`src/hw/rtl/ptw_pkg.sv`:
```
// ptw_pkg: shared types, field widths and codes for the four-level page table walker
// no dependencies; imported by ptw_step, four_level_page_table_walker_core and the testbench
package ptw_pkg;

    localparam int PHYS_BITS = 52;

    localparam int VA_W    = 48;
    localparam int ROOT_W  = 52;
    localparam int ENTRY_W = 64;
    localparam int RADDR_W = 52;
    localparam int RES_W   = 64;
    localparam int LEVEL_W = 3;
    localparam int FLAGS_W = 12;

    // stream payload widths, padded to whole bytes
    localparam int IN_BITS  = VA_W + ROOT_W + ENTRY_W;
    localparam int IN_W     = ((IN_BITS + 7) / 8) * 8;
    localparam int OUT_BITS = RADDR_W + 1 + RES_W + LEVEL_W + FLAGS_W;
    localparam int OUT_W    = ((OUT_BITS + 7) / 8) * 8;

    // input selector codes
    localparam logic MODE_START  = 1'b0;
    localparam logic MODE_RETURN = 1'b1;

    // result kind codes
    localparam logic KIND_READ = 1'b0;
    localparam logic KIND_DONE = 1'b1;

    // walk status codes
    localparam logic STATUS_OK          = 1'b0;
    localparam logic STATUS_NOT_PRESENT = 1'b1;

    // table whose entry is awaited
    localparam logic [1:0] TBL_PT   = 2'd0;
    localparam logic [1:0] TBL_PD   = 2'd1;
    localparam logic [1:0] TBL_PDP  = 2'd2;
    localparam logic [1:0] TBL_PML4 = 2'd3;

    localparam logic [LEVEL_W-1:0] LEVEL_FRAME = 3'd0;

    localparam int BIT_PRESENT   = 0;
    localparam int BIT_PAGE_SIZE = 7;

    typedef struct packed {
        logic               busy;
        logic [1:0]         level;
        logic [VA_W-1:0]    vaddr;
        logic [ENTRY_W-1:0] prev;
    } t_walk_state;

    typedef struct packed {
        logic               mode;
        logic [VA_W-1:0]    virt_addr;
        logic [ROOT_W-1:0]  table_root;
        logic [ENTRY_W-1:0] read_data;
    } t_item;

    typedef struct packed {
        logic               kind;
        logic [RADDR_W-1:0] read_address;
        logic               status;
        logic [RES_W-1:0]   result_addr;
        logic [LEVEL_W-1:0] level;
        logic [FLAGS_W-1:0] page_flags;
    } t_result;

    // byte address of the entry for one table: base frame, nine index bits, 8-byte entries
    function automatic logic [RADDR_W-1:0] entry_addr(input logic [ENTRY_W-1:0] base,
                                                      input logic [VA_W-1:0]    va,
                                                      input logic [1:0]         tbl);
        logic [8:0]           idx;
        logic [PHYS_BITS-1:0] addr;
        case (tbl)
            TBL_PT:   idx = va[20:12];
            TBL_PD:   idx = va[29:21];
            TBL_PDP:  idx = va[38:30];
            TBL_PML4: idx = va[47:39];
            default:  idx = va[47:39];
        endcase
        addr = {base[PHYS_BITS-1:12], idx, 3'b000};
        return RADDR_W'(addr);
    endfunction

endpackage

```
`src/hw/rtl/four_level_page_table_walker_core.sv`:
```
// four_level_page_table_walker_core: x86-64 four-level page walker, one item per cycle unless the result side stalls
// registered path from input transfer to result transfer: input register, then result register
// throughput: one item per cycle while the result side is not stalled, set by the single pass through ptw_step
// a memory return while no walk is active gives no result
// reset: synchronous active-low i_rst_n clears the walk state, both stages and the 1 GiB enable
// depends on ptw_pkg and ptw_step
module four_level_page_table_walker_core (
    input  logic                      i_clk,
    input  logic                      i_rst_n,

    input  logic                      i_cfg_valid,
    output logic                      o_cfg_ready,
    input  logic                      i_cfg_data,     // huge_1g_enable

    input  logic                      s_axis_tvalid,
    output logic                      s_axis_tready,
    input  logic [ptw_pkg::IN_W-1:0]  s_axis_tdata,   // virt_addr, table_root, read_data, pad
    input  logic                      s_axis_tuser,   // mode

    output logic                      m_axis_tvalid,
    input  logic                      m_axis_tready,
    output logic [ptw_pkg::OUT_W-1:0] m_axis_tdata,   // read_address, status, result_addr,
                                                      // level, page_flags, pad
    output logic                      m_axis_tuser    // kind
);
    import ptw_pkg::*;

    logic        r_huge_1g;
    logic        r_in_valid;
    t_item       r_in;
    t_walk_state r_state;
    logic        r_out_valid;
    t_result     r_out;

    t_walk_state n_state;
    t_result     n_out;
    logic        n_res_valid;
    logic        adv;

    ptw_step u_step (
        .i_state          (r_state),
        .i_item           (r_in),
        .i_huge_1g_enable (r_huge_1g),
        .o_state          (n_state),
        .o_res_valid      (n_res_valid),
        .o_res            (n_out)
    );

    // input stage moves on when the result register is free or drains this cycle
    assign adv           = r_in_valid && (!r_out_valid || m_axis_tready);
    assign s_axis_tready = !r_in_valid || adv;
    assign o_cfg_ready   = 1'b1;

    always_ff @(posedge i_clk) begin
        if (!i_rst_n) begin
            r_huge_1g <= 1'b0;
        end else if (i_cfg_valid) begin
            r_huge_1g <= i_cfg_data;
        end
    end

    always_ff @(posedge i_clk) begin
        if (!i_rst_n) begin
            r_in_valid <= 1'b0;
        end else if (s_axis_tready) begin
            r_in_valid <= s_axis_tvalid;
        end
    end

    always_ff @(posedge i_clk) begin
        if (s_axis_tvalid && s_axis_tready) begin
            r_in.mode       <= s_axis_tuser;
            r_in.virt_addr  <= s_axis_tdata[VA_W-1:0];
            r_in.table_root <= s_axis_tdata[VA_W+ROOT_W-1:VA_W];
            r_in.read_data  <= s_axis_tdata[IN_BITS-1:VA_W+ROOT_W];
        end
    end

    always_ff @(posedge i_clk) begin
        if (!i_rst_n) begin
            r_state <= '0;
        end else if (adv) begin
            r_state <= n_state;
        end
    end

    always_ff @(posedge i_clk) begin
        if (!i_rst_n) begin
            r_out_valid <= 1'b0;
        end else if (adv) begin
            r_out_valid <= n_res_valid;
        end else if (m_axis_tready) begin
            r_out_valid <= 1'b0;
        end
    end

    always_ff @(posedge i_clk) begin
        if (adv) begin
            r_out <= n_out;
        end
    end

    assign m_axis_tvalid = r_out_valid;
    assign m_axis_tuser  = r_out.kind;
    assign m_axis_tdata  = OUT_W'({r_out.page_flags, r_out.level, r_out.result_addr,
                                   r_out.status, r_out.read_address});

`ifndef SYNTHESIS
    a_read_aligned: assert property (@(posedge i_clk) disable iff (!i_rst_n)
        r_out_valid && r_out.kind == KIND_READ |-> r_out.read_address[2:0] == 3'b000)
        else $error("read request address not entry aligned");

    a_ok_level: assert property (@(posedge i_clk) disable iff (!i_rst_n)
        r_out_valid && r_out.kind == KIND_DONE && r_out.status == STATUS_OK
        |-> r_out.level == LEVEL_FRAME && r_out.read_address == '0)
        else $error("translated result with nonzero level or read address");

    a_read_busy: assert property (@(posedge i_clk) disable iff (!i_rst_n)
        adv && n_res_valid && n_out.kind == KIND_READ |=> r_state.busy)
        else $error("read request issued without an active walk");

    a_done_idle: assert property (@(posedge i_clk) disable iff (!i_rst_n)
        adv && n_res_valid && n_out.kind == KIND_DONE |=> !r_state.busy)
        else $error("walk still active after finishing");
`endif

endmodule

```
`src/hw/rtl/ptw_step.sv`:
```
// ptw_step: one walk step, decides the next walk state and the result for one item
// depends on ptw_pkg
module ptw_step (
    input  ptw_pkg::t_walk_state i_state,
    input  ptw_pkg::t_item       i_item,
    input  logic                 i_huge_1g_enable,
    output ptw_pkg::t_walk_state o_state,
    output logic                 o_res_valid,
    output ptw_pkg::t_result     o_res
);
    import ptw_pkg::*;

    logic [ENTRY_W-1:0] entry;
    logic               present;
    logic               leaf_bit;

    assign entry    = i_item.read_data;
    assign present  = entry[BIT_PRESENT];
    assign leaf_bit = entry[BIT_PAGE_SIZE];

    always_comb begin
        o_state     = i_state;
        o_res_valid = 1'b0;
        o_res       = '0;

        if (i_item.mode == MODE_START) begin
            // a start always wins, even over a walk in flight
            o_state.busy  = 1'b1;
            o_state.level = TBL_PML4;
            o_state.vaddr = i_item.virt_addr;
            o_state.prev  = ENTRY_W'(i_item.table_root);
            o_res_valid   = 1'b1;
            o_res.kind    = KIND_READ;
            o_res.read_address = entry_addr(ENTRY_W'(i_item.table_root),
                                            i_item.virt_addr, TBL_PML4);
        end else if (i_state.busy) begin
            o_res_valid = 1'b1;
            if (!present) begin
                o_state.busy      = 1'b0;
                o_res.kind        = KIND_DONE;
                o_res.status      = STATUS_NOT_PRESENT;
                o_res.result_addr = i_state.prev;
                o_res.level       = LEVEL_W'(i_state.level) + LEVEL_W'(1);
            end else if (i_state.level == TBL_PDP && leaf_bit && i_huge_1g_enable) begin
                o_state.busy      = 1'b0;
                o_res.kind        = KIND_DONE;
                o_res.status      = STATUS_OK;
                o_res.result_addr = RES_W'({entry[PHYS_BITS-1:30], i_state.vaddr[29:0]});
                o_res.level       = LEVEL_FRAME;
            end else if (i_state.level == TBL_PD && leaf_bit) begin
                o_state.busy      = 1'b0;
                o_res.kind        = KIND_DONE;
                o_res.status      = STATUS_OK;
                o_res.result_addr = RES_W'({entry[PHYS_BITS-1:21], i_state.vaddr[20:0]});
                o_res.level       = LEVEL_FRAME;
            end else if (i_state.level == TBL_PT) begin
                o_state.busy      = 1'b0;
                o_res.kind        = KIND_DONE;
                o_res.status      = STATUS_OK;
                o_res.result_addr = RES_W'({entry[PHYS_BITS-1:12], i_state.vaddr[11:0]});
                o_res.level       = LEVEL_FRAME;
                o_res.page_flags  = entry[FLAGS_W-1:0];
            end else begin
                // table pointer, go one level down
                o_state.prev  = entry;
                o_state.level = i_state.level - 2'd1;
                o_res.kind    = KIND_READ;
                o_res.read_address = entry_addr(entry, i_state.vaddr,
                                                i_state.level - 2'd1);
            end
        end
    end

endmodule

```
`config.mk`:
```
export PLATFORM = sky130hd
export DESIGN_NAME = four_level_page_table_walker_core
export DESIGN_NICKNAME = d
export VERILOG_FILES = /design/src/hw/rtl/ptw_pkg.sv /design/src/hw/rtl/four_level_page_table_walker_core.sv /design/src/hw/rtl/ptw_step.sv
export SDC_FILE = /design/constraint.sdc
export NUM_CORES = 1
export LEC_CHECK = 0
export ABC_AREA = 0
export BUFFER_PORTS_ARGS = -buffer_cell sky130_fd_sc_hd__buf_2
export CORE_UTILIZATION = 55
export CTS_CLUSTER_SIZE = 8
export DETAILED_ROUTE_END_ITERATION = 12
export HOLD_SLACK_MARGIN = 0.03
export PLACE_DENSITY_LB_ADDON = 0.3
export SLEW_MARGIN = 20
export SYNTH_ARGS = -nofsm -noshare
export SYNTH_HDL_FRONTEND = slang
export SYNTH_SLANG_ARGS = --single-unit
```
`constraint.sdc`:
```
create_clock -name i_clk -period 10.3 [get_ports i_clk]
set_input_delay 2.06 -clock i_clk [delete_from_list [all_inputs] [get_ports i_clk]]
set_output_delay 2.06 -clock i_clk [all_outputs]
set_load 0.01 [all_outputs]
```
* Word level (Yosys, flattened, before mapping)
Index checks and enable logic that the tools add are counted.
Word-level totals: bits of input ports 175, word-level logic and storage cells 90, bits in registers 416, output and inout bits 140
Cells by class: add/subtract/negate cells 2, multiplexer cells 38, reduce and logical (&&, ||, !) cells 17, eq/ne operators 10, bitwise gates (word level) 4
Operator list (number):
- 2-to-1 mux 64 bit | 6
- 2-to-1 mux 52 bit | 5
- 2-to-1 mux 68 bit | 3
- 2-to-1 mux 132 bit | 1
- 2-to-1 mux 67 bit | 1
- 2-to-1 mux 12 bit | 3
- one-hot mux 9 bit (4 select lines) | 1
- 2-to-1 mux 1 bit | 12
- 2-to-1 mux 2 bit | 4
- != test 2 bit, second input constant | 4
- equality test 2 bit, second input constant | 3
- 2-to-1 mux 3 bit | 2
- AND reduction 6 bit | 1
- OR reduction 6 bit | 1
- logical AND 1 bit | 5
- OR reduction 5 bit | 1
- equality test 2 x 1 -> 1 bit, second input constant | 2
- logical NOT 2 bit | 2
- inverter 1 bit | 4
- AND reduction 2 bit | 2
- adder 2 x 1 -> 3 bit, second input constant | 1
- logical NOT 1 bit | 2
- logical OR 1 bit | 2
- != test 2 x 1 -> 1 bit, second input constant | 1
- 2 further kinds | 2

* Depth between registers and ports, before layout
depth in word-level cells 9, gate-level depth with buffers 8

* By module
A second synthesis with hierarchy kept.
Second synthesis, totals: cells, all modules 1283, area total of the unflattened synthesis 17185.2 sq um
By module, submodules not included:
- four_level_page_table_walker_core | seq. area each 11310.8 sq um, cells each 817, instances 1, area an instance 13680.6 sq um
- ptw_step | seq. area each 0.0 sq um, cells each 466, instances 1, area an instance 3504.6 sq um

* Worst setup path after synthesis
OpenSTA, ideal clock, no wires.
kind input to register, from input port m_axis_tready, to register r_in[0] in the netlist's numbering (enable), arrival 6.034 ns, path buffers 0, setup slack 3.720 ns, cell stages on the path 3, setup time 0.546 ns, cells stage by stage nor2b_1 > nand2_1 > and2_1
On the way: longest elaborated chain between the ends 4
Ends and longest elaborated chain:
- start: declaration | RTL line four_level_page_table_walker_core.sv:21 | input logic m_axis_tready,
- logical OR 1 bit | RTL line four_level_page_table_walker_core.sv:50 | assign adv = r_in_valid && (!r_out_valid || m_axis_tready);
- logical AND 1 bit | RTL line four_level_page_table_walker_core.sv:50
- logical OR 1 bit | RTL line four_level_page_table_walker_core.sv:51 | assign s_axis_tready = !r_in_valid || adv;
- named net s_axis_tready | RTL line four_level_page_table_walker_core.sv:16 | output logic s_axis_tready,
- logical AND 1 bit | RTL line four_level_page_table_walker_core.sv:71 | if (s_axis_tvalid && s_axis_tready) begin
- end: declaration | RTL line four_level_page_table_walker_core.sv:30 | t_item r_in;
The timed path passes the listed nets, and every way through them passes these cells. A chain may end at the register's enable or synchronous reset.

* Worst setup path after layout
from input port m_axis_tready, to output port s_axis_tready
On the way: longest elaborated chain between the ends 3
Ends and longest elaborated chain (RTL line):
- logical OR 1 bit | four_level_page_table_walker_core.sv:50
- logical AND 1 bit | four_level_page_table_walker_core.sv:50
- logical OR 1 bit | four_level_page_table_walker_core.sv:51
- end: declaration | four_level_page_table_walker_core.sv:16
No other way between the ends.

==> run_results.csv <==
group,metric,value,unit
cts,h-tree-depth,2,
routing,wl_met3,2630,um
logic_synthesis,syn_area_per_cell,14.1,um2
finish,final_cells,1809,
routing,wire_per_inst,19.7,um
timing,rsz0062_at_grt,"no",
cts,clk_pin_slew_worst_paths,0.05,ns
timing,max_freq,0.216,GHz
timing,slew_headroom,29.9,%
place,gp_congestion,0.850,
timing,whs,0.453,ns
logic_synthesis,synth_ff_type,"edfxtp_1",
setup_path,worst_setup_path_start_kind,"primary input",
die,pin_count,315,
timing,finalSetupViolations,0,
power_and_ir_drop,ir_drop,0.138,mV
global_routing,grt_usage,24.5,%
worst_hold_path,hold_class,"flop to flop",
cts,clock_latency,0.56,ns
die,die-area,0.0288,mm2
cts,cts-root-buf,"clkbuf_16",
finish,area_growth,21.7,%
logic_synthesis,postSynth.asyncResetShare,0,%
routing,drt-pass1-iter-count,5,
power_and_ir_drop,power_density,204,mW/mm2
power_and_ir_drop,p_leak,7.35,nW
routing,met2WireLength,17200,um
routing,vias_per_cell,5.57,
global_routing,gr-total-overflow,0,
routing,dr_total_vias,10100,
power_and_ir_drop,p_total,3.84,mW
setup_path,worstSetupPathType,"primary input to output pin",
finish,final_nets,1567,
logic_synthesis,synthCells,1093,
routing,wl_met1,14800,um
place,dp_hpwl,21900,um
cts,numClockSinks,413,
logic_synthesis,synth_area,0.0155,mm2
timing,finalHoldViolCount,0,
routing,ant_nets,0,
timing,worst_pin_slew,1.05,ns
setup_path,critPathMaxFanout,2,
logic_synthesis,ys_types,38,
setup_path,worstPathRequired,8.24,ns
routing,highest_layer,"met5",
die,die_h,170,um
cts,cts_resized,0,
routing,drc_errors,0,
status,outcome,"complete, no violations",
cts,cts_tree,"built",
global_routing,grt_pass1_wl,53700,um
timing,setup-tns-final,0,ns
setup_path,critPathCaptureType,"output pin",
routing,drt-initial-drc-count,955,
logic_synthesis,synth_edf_count,295,
timing,fin_crit,4.64,ns
global_routing,grt_pass1_vias,9724,
timing,period_share,45.0,%
cts,cts_buffers,57,
logic_synthesis,synth-seq-cells,413,
global_routing,antenna_found_initial,6,
setup_path,ff2ff_setup_slack,7.04,ns
die,coreArea,0.0273,mm2
logic_synthesis,synth-seq-area-share,72.6,%
die,start_util,56.7,%
die,rows,60,
setup_path,arrival,2.58,ns
cts,postCtsHoldBufs,0,
routing,wirelength,35700,um
global_routing,grt_max_degree,76,
place,pre_cts_slack,5.11,ns
timing,finalMaxSlewViolations,0,
place,placed_cells,1697,
timing,fin_skew,0.0145,ns
cts,ctsLongestPathBuffers,3,
cts,post_cts_buffers,0,
timing,setup_slack,5.66,ns
finish,nFillCells,1895,
die,die_w,170,um
finish,drive_above_1_share,28.9,%
run,cap_violations,0,
logic_synthesis,yosysWarnings,0,
place,portBuffers,302,
## through the flow
stage	area [um2]	util, %
2_1_floorplan	15500	-
3_3_place_gp	17100	62.8
3_5_place_dp	17100	62.8
4_1_cts	18800	68.9
5_1_grt	18800	69.0
6_report	18800	69.0
## state kept, by name (all words and copies together) (netlist names)
register	flops
r_in	165
m_axis_tdata	129
r_state	115
m_axis_tuser	1
m_axis_tvalid	1
r_huge_1g	1
r_in_valid	1
## cell usage in the layout, fill, tap and decap left out, types with 2 or more instances in the layout
| master | count |
|---|---|
| a211oi_2 | 20 |
| a21o_1 | 20 |
| a21oi_1 | 102 |
| a222oi_1 | 9 |
| a22o_1 | 55 |
| a31oi_1 | 9 |
| and2_1 | 25 |
| and2_4 | 2 |
| and3_1 | 2 |
| buf_2 | 302 |
| buf_4 | 12 |
| clkbuf_1 | 44 |
| clkbuf_16 | 59 |
| conb_1 | 8 |
| dfxtp_1 | 118 |
| diode_2 | 6 |
| edfxtp_1 | 295 |
| ha_1 | 7 |
| inv_1 | 4 |
| mux2i_1 | 42 |
| nand2_1 | 168 |
| nand2b_1 | 2 |
| nand3_1 | 2 |
| nor2_1 | 24 |
| nor2_4 | 2 |
| nor2b_1 | 20 |
| o21a_1 | 2 |
| o21ai_0 | 28 |
| o221a_1 | 29 |
| o221a_2 | 5 |
## critical path: stages
cell	delay, ns
buf_2	0.10
nor2b_1	0.15
nand2_1	0.11
buf_2	0.16
## routing by layer
layer | vias up | track usage, %
met5 | - | 0
met4 | 2 | 10.1
met3 | 73 | 4.55
met2 | 482 | 39.3
met1 | 4856 | 32.9
li1 | 4665 | -
## where the power goes
part	total (mW)	internal, mW	switching (mW)	leakage [nW]
clock network	1.71	1.06	0.649	0.788
logic	0.224	0.0831	0.140	2.73
registers	1.91	1.87	0.0364	3.84
## worst paths after layout
kind / start / to / depth (start not counted)
max: m_axis_tready / s_axis_tready / 4
min: r_in[61] / r_state[61] / 1
max reg2reg: m_axis_tvalid / r_state[46] / 6
min reg2reg: r_in[61] / r_state[61] / 1
## area by class of cell
class | instances | area, um2 | share of cell area [%]
Sequential cell | 413 | 11200 | 59.7
Antenna cell | 6 | 15.0 | 0.0798
Inverter | 5 | 18.8 | 0.0998
Tap cell | 372 | 465 | 2.47
Multi-Input combinational cell | 593 | 3800 | 20.2
Clock buffer | 103 | 1640 | 8.73
Clock inverter | 2 | 13.8 | 0.0732
Timing Repair Buffer | 315 | 1630 | 8.66
## kinds of logic (layout without fill, tap and decap cells)
logic type / count (synthesis) / count (layout) / synth area share (%)
and+or+nand+nor: 253 / 253 / 7.13
buffers and inverters: 93 / 425 / 3.16
AOI/OAI and AO/OA: 283 / 283 / 13.8
adders and majority gates: 7 / 7 / 0.567
other: 2 / 14 / 0.0486
DFF: 413 / 413 / 72.6
muxes: 42 / 42 / 2.72
## Yosys cell counts (2+ instances only)
library cell | instances | share of area, %
o221a_2 | 5 | 0.36
conb_1 | 2 | 0.049
a21oi_1 | 102 | 3.3
o21ai_0 | 28 | 0.91
a211oi_2 | 20 | 1.6
buf_6 | 6 | 0.44
dfxtp_1 | 118 | 15
ha_1 | 7 | 0.57
a31oi_1 | 9 | 0.36
nand3_1 | 3 | 0.097
and3_1 | 3 | 0.12
buf_4 | 12 | 0.58
and2_1 | 28 | 1.1
o21a_1 | 2 | 0.097
buf_1 | 3 | 0.073
buf_2 | 38 | 1.2
nor2_1 | 25 | 0.61
clkbuf_1 | 28 | 0.68
nand2_1 | 168 | 4.1
a222oi_1 | 9 | 0.58
inv_1 | 4 | 0.097
nor2b_1 | 20 | 0.81
mux2i_1 | 42 | 2.7
a21o_1 | 20 | 0.97
edfxtp_1 | 295 | 57
a22o_1 | 55 | 3.1
nand2b_1 | 2 | 0.081
o221a_1 | 29 | 2.1
No activity file was read; power rests on OpenSTA's default activity.
